===== src/sv/srtp_rollover_replay_tracker_assert.svh =====
// Assertion macros for the SRTP rollover and replay tracker.
// Needs clk_i and rst_ni in the scope that uses them.
`ifndef SRTP_ROLLOVER_REPLAY_TRACKER_ASSERT_SVH
`define SRTP_ROLLOVER_REPLAY_TRACKER_ASSERT_SVH
`ifndef NO_ASSERTIONS
`define SRTP_ASSERT(label, prop) \
  label: assert property (@(posedge clk_i) disable iff (!rst_ni) (prop)) \
    else $error("srtp tracker assertion failed");
`define SRTP_ASSERT_MSG(label, prop, msg) \
  label: assert property (@(posedge clk_i) disable iff (!rst_ni) (prop)) \
    else $error(msg);
`else
`define SRTP_ASSERT(label, prop)
`define SRTP_ASSERT_MSG(label, prop, msg)
`endif
`endif


===== src/sv/srtp_pkg.sv =====
// Types, widths and codes shared by the SRTP rollover and replay tracker.
// No dependencies.
`default_nettype none
package srtp_pkg;

  localparam int unsigned WINDOW_SIZE = 64;
  localparam int unsigned WinIdxW     = $clog2(WINDOW_SIZE);
  localparam int unsigned SeqW        = 16;
  localparam int unsigned RocW        = 32;
  localparam int unsigned HalfRange   = 32768;

  typedef enum logic {
    OP_CHECK  = 1'b0,
    OP_COMMIT = 1'b1
  } opcode_e;

  typedef enum logic [1:0] {
    VERDICT_FRESH = 2'd0,
    VERDICT_SEEN  = 2'd1,
    VERDICT_OLD   = 2'd2
  } verdict_e;

  typedef struct packed {
    logic [SeqW-1:0]        highest;
    logic [RocW-1:0]        roc;
    logic [WINDOW_SIZE-1:0] bitmap;
  } stream_state_t;

  typedef struct packed {
    verdict_e        verdict;
    logic [RocW-1:0] roc;
  } result_t;

endpackage
`default_nettype wire


===== src/sv/srtp_if.sv =====
// Valid/ready channel interfaces for the SRTP tracker: packet items in, results out.
// Depends on srtp_pkg.
`default_nettype none
interface srtp_in_if;
  logic                      valid;
  logic                      ready;
  logic                      opcode;
  logic [srtp_pkg::SeqW-1:0] seq_number;

  modport source (output valid, output opcode, output seq_number, input ready);
  modport sink   (input valid, input opcode, input seq_number, output ready);
endinterface

interface srtp_out_if;
  logic                      valid;
  logic                      ready;
  logic [1:0]                verdict;
  logic [srtp_pkg::RocW-1:0] rollover_value;

  modport source (output valid, output verdict, output rollover_value, input ready);
  modport sink   (input valid, input verdict, input rollover_value, output ready);
endinterface
`default_nettype wire


===== src/sv/srtp_classify.sv =====
// Classification and state update for one packet item against the stream state.
// Purely combinational; depends on srtp_pkg.
`default_nettype none
module srtp_classify (
  input  srtp_pkg::stream_state_t     st_i,
  input  logic                        opcode_i,
  input  logic [srtp_pkg::SeqW-1:0]   seq_i,
  output srtp_pkg::result_t           res_o,
  output srtp_pkg::stream_state_t     st_o
);
  import srtp_pkg::*;

  logic [SeqW-1:0]        delta;
  logic [SeqW-1:0]        back;
  logic                   ahead;
  logic                   in_window;
  logic                   near_ahead;
  logic                   seen_bit;
  logic [WinIdxW-1:0]     back_idx;
  logic [WinIdxW-1:0]     shift_amt;
  logic [RocW-1:0]        roc;
  verdict_e               verdict;
  logic [WINDOW_SIZE-1:0] shifted;

  always_comb begin
    delta      = seq_i - st_i.highest;
    back       = SeqW'(0) - delta;
    ahead      = (delta != '0) && (delta < SeqW'(HalfRange));
    in_window  = back < SeqW'(WINDOW_SIZE);
    near_ahead = delta < SeqW'(WINDOW_SIZE);
    back_idx   = back[WinIdxW-1:0];
    shift_amt  = delta[WinIdxW-1:0];
    seen_bit   = in_window && st_i.bitmap[back_idx];

    roc     = st_i.roc;
    verdict = VERDICT_FRESH;
    if (ahead) begin
      if (seq_i < st_i.highest) begin
        roc = st_i.roc + RocW'(1);
      end
    end else if (!in_window) begin
      verdict = VERDICT_OLD;
    end else if (seen_bit) begin
      verdict = VERDICT_SEEN;
    end

    shifted = near_ahead ? (st_i.bitmap << shift_amt) : '0;

    st_o = st_i;
    if ((opcode_i == OP_COMMIT) && (verdict == VERDICT_FRESH)) begin
      if (ahead) begin
        st_o.bitmap  = shifted | WINDOW_SIZE'(1);
        st_o.highest = seq_i;
        st_o.roc     = roc;
      end else begin
        st_o.bitmap[back_idx] = 1'b1;
      end
    end

    res_o.verdict = verdict;
    res_o.roc     = roc;
  end

endmodule
`default_nettype wire


===== src/sv/srtp_rollover_replay_tracker.sv =====
// SRTP receive-side replay tracker: one stream's highest sequence number, rollover
// counter and replay bitmap. Each item (check or commit) gives one result; it passes
// the input register, then the result register. One item is taken every cycle while
// the output is not stalled. The rate is set by the loop from the state registers
// through classification back into state; a stalled output stalls the input side too.
// Depends on srtp_pkg, srtp_if, srtp_classify and the assertion header.
`default_nettype none
`include "srtp_rollover_replay_tracker_assert.svh"
module srtp_rollover_replay_tracker (
  input  logic       clk_i,
  input  logic       rst_ni,
  srtp_in_if.sink    in_i,
  srtp_out_if.source out_o
);
  import srtp_pkg::*;

  logic            in_valid_q;
  logic            in_op_q;
  logic [SeqW-1:0] in_seq_q;
  logic            out_valid_q;
  verdict_e        out_verdict_q;
  logic [RocW-1:0] out_roc_q;
  stream_state_t   st_q;
  stream_state_t   st_d;
  result_t         res;
  logic            advance;
  logic            fire;

  assign advance    = !out_valid_q || out_o.ready;
  assign fire       = in_valid_q && advance;
  assign in_i.ready = !in_valid_q || advance;

  srtp_classify u_classify (
    .st_i     (st_q),
    .opcode_i (in_op_q),
    .seq_i    (in_seq_q),
    .res_o    (res),
    .st_o     (st_d)
  );

  always_ff @(posedge clk_i or negedge rst_ni) begin
    if (!rst_ni) begin
      in_valid_q  <= 1'b0;
      out_valid_q <= 1'b0;
      st_q        <= '0;
    end else begin
      if (in_i.valid && in_i.ready) begin
        in_valid_q <= 1'b1;
      end else if (fire) begin
        in_valid_q <= 1'b0;
      end
      if (advance) begin
        out_valid_q <= in_valid_q;
      end
      if (fire) begin
        st_q <= st_d;
      end
    end
  end

  always_ff @(posedge clk_i) begin
    if (in_i.valid && in_i.ready) begin
      in_op_q  <= in_i.opcode;
      in_seq_q <= in_i.seq_number;
    end
    if (fire) begin
      out_verdict_q <= res.verdict;
      out_roc_q     <= res.roc;
    end
  end

  assign out_o.valid          = out_valid_q;
  assign out_o.verdict        = out_verdict_q;
  assign out_o.rollover_value = out_roc_q;

  `SRTP_ASSERT(a_roc_monotonic, 1 |=> (st_q.roc == $past(st_q.roc) || st_q.roc == $past(st_q.roc) + RocW'(1)))
  `SRTP_ASSERT(a_new_highest_marked, (st_q.highest != $past(st_q.highest)) |-> st_q.bitmap[0])
  `SRTP_ASSERT_MSG(a_state_only_on_commit, !(fire && in_op_q == OP_COMMIT) |=> $stable(st_q), "state changed without a commit")
  `SRTP_ASSERT_MSG(a_result_from_input, (out_valid_q && !$past(out_valid_q)) |-> $past(in_valid_q), "result without an input item")

endmodule
`default_nettype wire


===== src/flat_wrapper.sv =====
// flat-port wrapper written by rule: the top's interface ports become plain ports
module srtp_rollover_replay_tracker_flat import srtp_pkg::*;
  (clk_i, rst_ni, in_i_valid, in_i_opcode, in_i_seq_number, in_i_ready, out_o_valid, out_o_verdict, out_o_rollover_value, out_o_ready);
  srtp_in_if in_i_i ();
  srtp_out_if out_o_i ();
  input  logic clk_i;
  input  logic rst_ni;
  input wire logic [$bits(in_i_i.valid)-1:0] in_i_valid;
  input wire logic [$bits(in_i_i.opcode)-1:0] in_i_opcode;
  input wire logic [$bits(in_i_i.seq_number)-1:0] in_i_seq_number;
  output wire logic [$bits(in_i_i.ready)-1:0] in_i_ready;
  output wire logic [$bits(out_o_i.valid)-1:0] out_o_valid;
  output wire logic [$bits(out_o_i.verdict)-1:0] out_o_verdict;
  output wire logic [$bits(out_o_i.rollover_value)-1:0] out_o_rollover_value;
  input wire logic [$bits(out_o_i.ready)-1:0] out_o_ready;
  assign in_i_i.valid = in_i_valid;
  assign in_i_i.opcode = in_i_opcode;
  assign in_i_i.seq_number = in_i_seq_number;
  assign in_i_ready = in_i_i.ready;
  assign out_o_valid = out_o_i.valid;
  assign out_o_verdict = out_o_i.verdict;
  assign out_o_rollover_value = out_o_i.rollover_value;
  assign out_o_i.ready = out_o_ready;
  srtp_rollover_replay_tracker u_core (.clk_i(clk_i), .rst_ni(rst_ni), .in_i(in_i_i), .out_o(out_o_i));
endmodule

===== config.mk =====
export PLATFORM = sky130hd
export DESIGN_NAME = srtp_rollover_replay_tracker_flat
export DESIGN_NICKNAME = d
export VERILOG_FILES = /design/src/sv/srtp_pkg.sv /design/src/sv/srtp_if.sv /design/src/sv/srtp_classify.sv /design/src/sv/srtp_rollover_replay_tracker.sv /design/src/flat_wrapper.sv
export VERILOG_INCLUDE_DIRS = /design/src /design/src/sv
export SDC_FILE = /design/constraint.sdc
export NUM_CORES = 1
export LEC_CHECK = 0
export CAP_MARGIN = 30
export CORE_ASPECT_RATIO = 1.5
export CORE_MARGIN = 1.5
export CORE_UTILIZATION = 30
export DETAILED_ROUTE_END_ITERATION = 10
export DONT_BUFFER_PORTS = 1
export PLACE_DENSITY_LB_ADDON = 0.3
export SETUP_SLACK_MARGIN = 0.5
export SLEW_MARGIN = 20
export SYNTH_ARGS = -nofsm -noshare
export SYNTH_HDL_FRONTEND = slang
export SYNTH_SLANG_ARGS = --single-unit
export TNS_END_PERCENT = 1

===== constraint.sdc =====
create_clock -name clk_i -period 6.35 [get_ports clk_i]
set_input_delay 0.9525 -clock clk_i [delete_from_list [all_inputs] [get_ports clk_i]]
set_output_delay 0.9525 -clock clk_i [all_outputs]
set_load 0.03 [all_outputs]

==> parameters.txt <==
Parameter                              Value

Worst setup path
  Cells traversed along the worst timing path    inv_1 -> ha_4 -> inv_1 -> fa_2 -> buf_4 -> nor2b_1 -> nand2_1 -> nor3_2 -> xnor2_2 -> mux2i_1 -> mux2_2 -> a211oi_1 -> nor4_4 -> buf_12 -> a311o_1
  Worst endpoint required time    6.69 ns
  Critical path class    reg2reg
  Element type at the critical path end    flip-flop
  Crit-path slowest cell    xnor2_2
  Launching element type of the critical path    flip-flop
  Library cell appearing most often on the critical path    inv_1
  Critical path arrival    5.38 ns
  Highest net fanout along the worst path    64
  Max incr delay on CP    0.75 ns

Finish
  Final non-filler cell total    1983
  Fraction of final layout cells with drive strength greater than 1    0.116
  Antenna cells    0
  Fillers    4581
  Area delta synth->final    9.97%
  Final cell area excluding filler cells    0.0143 mm²
  Post-layout nets    1440
  Final core utilization    0.334

Synthesis
  Post-Syn Area    0.0130 mm²
  Top-count cell post-synth    nand2_1
  EDFF count, synth    51
  Synth cell types    72
  Seq/Total Area, Yosys    0.337
  Most common flop cell mapped by yosys    dfrtp_1
  Share of the synthesized area in the top cell type    0.219
  Number of standard cells after synthesis    1457
  Proportion of synthesized flip-flops having asynchronous set or reset    0.691
  Synthesized area divided by synthesized cell count    8.93 µm²
  Top cells by count, synth    nand2_1, nor2_1, o21ai_0, dfrtp_1, mux2i_1
  Total nets after synthesis    1497
  Most area-consuming cells after synthesis    dfrtp_1, edfxtp_1, mux4_2
  Biggest area consumer among synthesized cells    dfrtp_1
  Yosys reg bits    165
  Yosys warning total    0

Place
  Half-perimeter wire length of the detailed placement result    32300 µm
  Global placer's final weighted congestion    0.941
  Buffers on Ports    0
  Placed Instances    1951
  Area of placed instances    0.0137 mm²

Drt
  Average vias per placed instance    5.77
  Violation count after the first detailed-routing iteration    867
  Via count    11438
  Antenna Nets Post-Route    0
  Sum of routed wire length over all layers    44500 µm
  TritonRoute pass-1 iters    5
  Average wire length per cell after detail routing    22.4 µm
  DRC violation count after routing    0

Floorplanning
  Full die area    0.0446 mm²
  Vert. Die Dim    258 µm
  Die outline width    173 µm
  Floorplan row count    93
  Floorplan Core Area    0.0428 mm²
  I/O pins    57
  Starting density of the core    0.304

Pwr
  Ratio of total power to cell area    569 mW/mm²
  Leakage power    5.53 nW
  Post-route total power    8.13 mW
  Max IR drop VDD    480 µV

Timing
  Achievable frequency    198 MHz
  Final period util    0.794
  Post-Route Skew    0.0179 ns
  Slew at the pin closest to its max-slew limit    0.960 ns
  Final-report setup violation count    0
  Total Neg Setup Slack    0 ns
  Fin crit period    5.04 ns
  Worst slew margin    0.360
  Setup repair after global routing missed its margin    false
  Number of max-slew violations in the final report    0
  Hold Violations, Final    0

Clock network
  Clock Sink Count    165
  Post-CTS Setup Repair Bufs    0
  Clock transition at the registers of the reported paths    0.08 ns
  CTS buffer count    17
  H-tree Lvls    4
  Insertion delay of the later-clocked pin in the worst-skew pair    0.47 ns
  TritonCTS clock tree    done
  CTS max path bufs    2
  Total of hold buffers inserted after clock tree synthesis    0
  Resized cells post-CTS    0
  Clock tree root driver cell    clkbuf_16

Global routing
  Wire length of the first global-routing pass    68900 µm
  Initial antenna violation count    1
  Gr ovfl total    0
  Total routing resource utilization after global routing    0.201
  Vias in the first global route    11471
  Maximum number of pins on one net before global-route repair    131

Min path
  Worst hold path class    in2async

Run status
  Result of the run    finished, final reports clean

Run
  Max-cap check violation count    0
## cell families after synthesis
kind of cell / after synthesis / synth area share
buf+inv: 135 / 0.0434
compound gates: 409 / 0.209
xor+xnor: 82 / 0.0552
simple gates: 490 / 0.169
flops: 165 / 0.337
fa+ha+maj: 19 / 0.0189
mux: 157 / 0.167
## per-layer routing
metal	GRT usage	up-vias	routed length, µm
met5	0	-	13
met4	0.164	2	3810
met3	0.0244	177	1940
met2	0.349	414	22200
met1	0.222	5583	16500
li1	-	5262	-
## critical path, delay by kind of cell (launching register included)
kind	cells	cell delay, ns
buffers and inverters	4	0.99
AO/OA/AOI/OAI	2	0.92
XOR/XNOR	1	0.75
AND/OR/NAND/NOR	4	0.72
adder cells (fa/ha/maj)	2	0.66
multiplexers	2	0.48
flip-flops	1	0.38
## state kept, by name (all words and copies together), names as in the netlist
register                     count
u_core.out_o.valid               1
u_core.in_valid_q                1
u_core.out_o.verdict             2
u_core.in_op_q                   1
u_core.out_o.rollover_value     32
u_core.st_q                    112
u_core.in_seq_q                 16
## layout by cell type, fill, tap and decap left out, types with 11 or more instances in the layout
| cell | netlist | final |
|---|---|---|
| a21o_1 | 11 | 11 |
| buf_4 | 0 | 30 |
| o22ai_1 | 16 | 16 |
| dfrtp_1 | 114 | 114 |
| edfxtp_1 | 51 | 51 |
| mux2_2 | 25 | 25 |
| o31a_1 | 65 | 65 |
| mux4_2 | 46 | 46 |
| nand2_1 | 209 | 209 |
| o211ai_1 | 36 | 36 |
| and2_1 | 14 | 13 |
| mux2i_1 | 86 | 86 |
| a31oi_1 | 28 | 28 |
| nor3_1 | 29 | 26 |
| xor2_1 | 39 | 36 |
| o21ai_0 | 125 | 125 |
| a211oi_1 | 14 | 13 |
| nand3_1 | 37 | 37 |
| xnor2_1 | 43 | 39 |
| inv_1 | 26 | 26 |
| nand2b_1 | 19 | 19 |
| nor2_1 | 132 | 132 |
| clkbuf_16 | 0 | 17 |
| a21oi_1 | 66 | 66 |
| ha_1 | 18 | 17 |
## worst paths after layout
kind                                           from            endpoint  slack, ns  depth (start not counted)
worst min register to register  u_core.in_seq_q[14]    u_core.st_q[110]       0.49                          2
max in group asynchronous                    rst_ni  u_core.out_o.valid       5.93                          0
min in group clk_i              u_core.in_seq_q[14]    u_core.st_q[110]       0.49                          2
worst max-delay path             u_core.in_seq_q[0]      u_core.st_q[0]       1.31                         15
worst max register to register   u_core.in_seq_q[0]      u_core.st_q[0]       1.31                         15
worst min-delay path                         rst_ni     u_core.st_q[24]       0.19                          0
## layout make-up
type | instances | area [µm²] | area share
clock buffer | 17 | 425 | 0.0297
clock inverter | 15 | 214 | 0.0150
inverter | 27 | 101 | 0.00709
multi-input combinational | 1157 | 8200 | 0.573
sequential | 165 | 4380 | 0.307
tap | 570 | 713 | 0.0499
timing repair buffer | 32 | 265 | 0.0185
## per-stage QoR
stage          setup slack [ns]  hold slack (ns)
2_1_floorplan              1.85            0.449
3_3_place_gp               1.45            0.458
3_5_place_dp               1.31            0.480
4_1_cts                    1.29            0.166
5_1_grt                   0.960            0.170
6_report                   1.31            0.192
## report_power, final
| part | internal [mW] | switching, mW |
|---|---|---|
| registers | 1.21 | 0.117 |
| logic | 1.78 | 3.90 |
| clock network | 0.550 | 0.570 |
| total | 3.54 | 4.59 |
No activity file was read; power rests on OpenSTA's default activity.
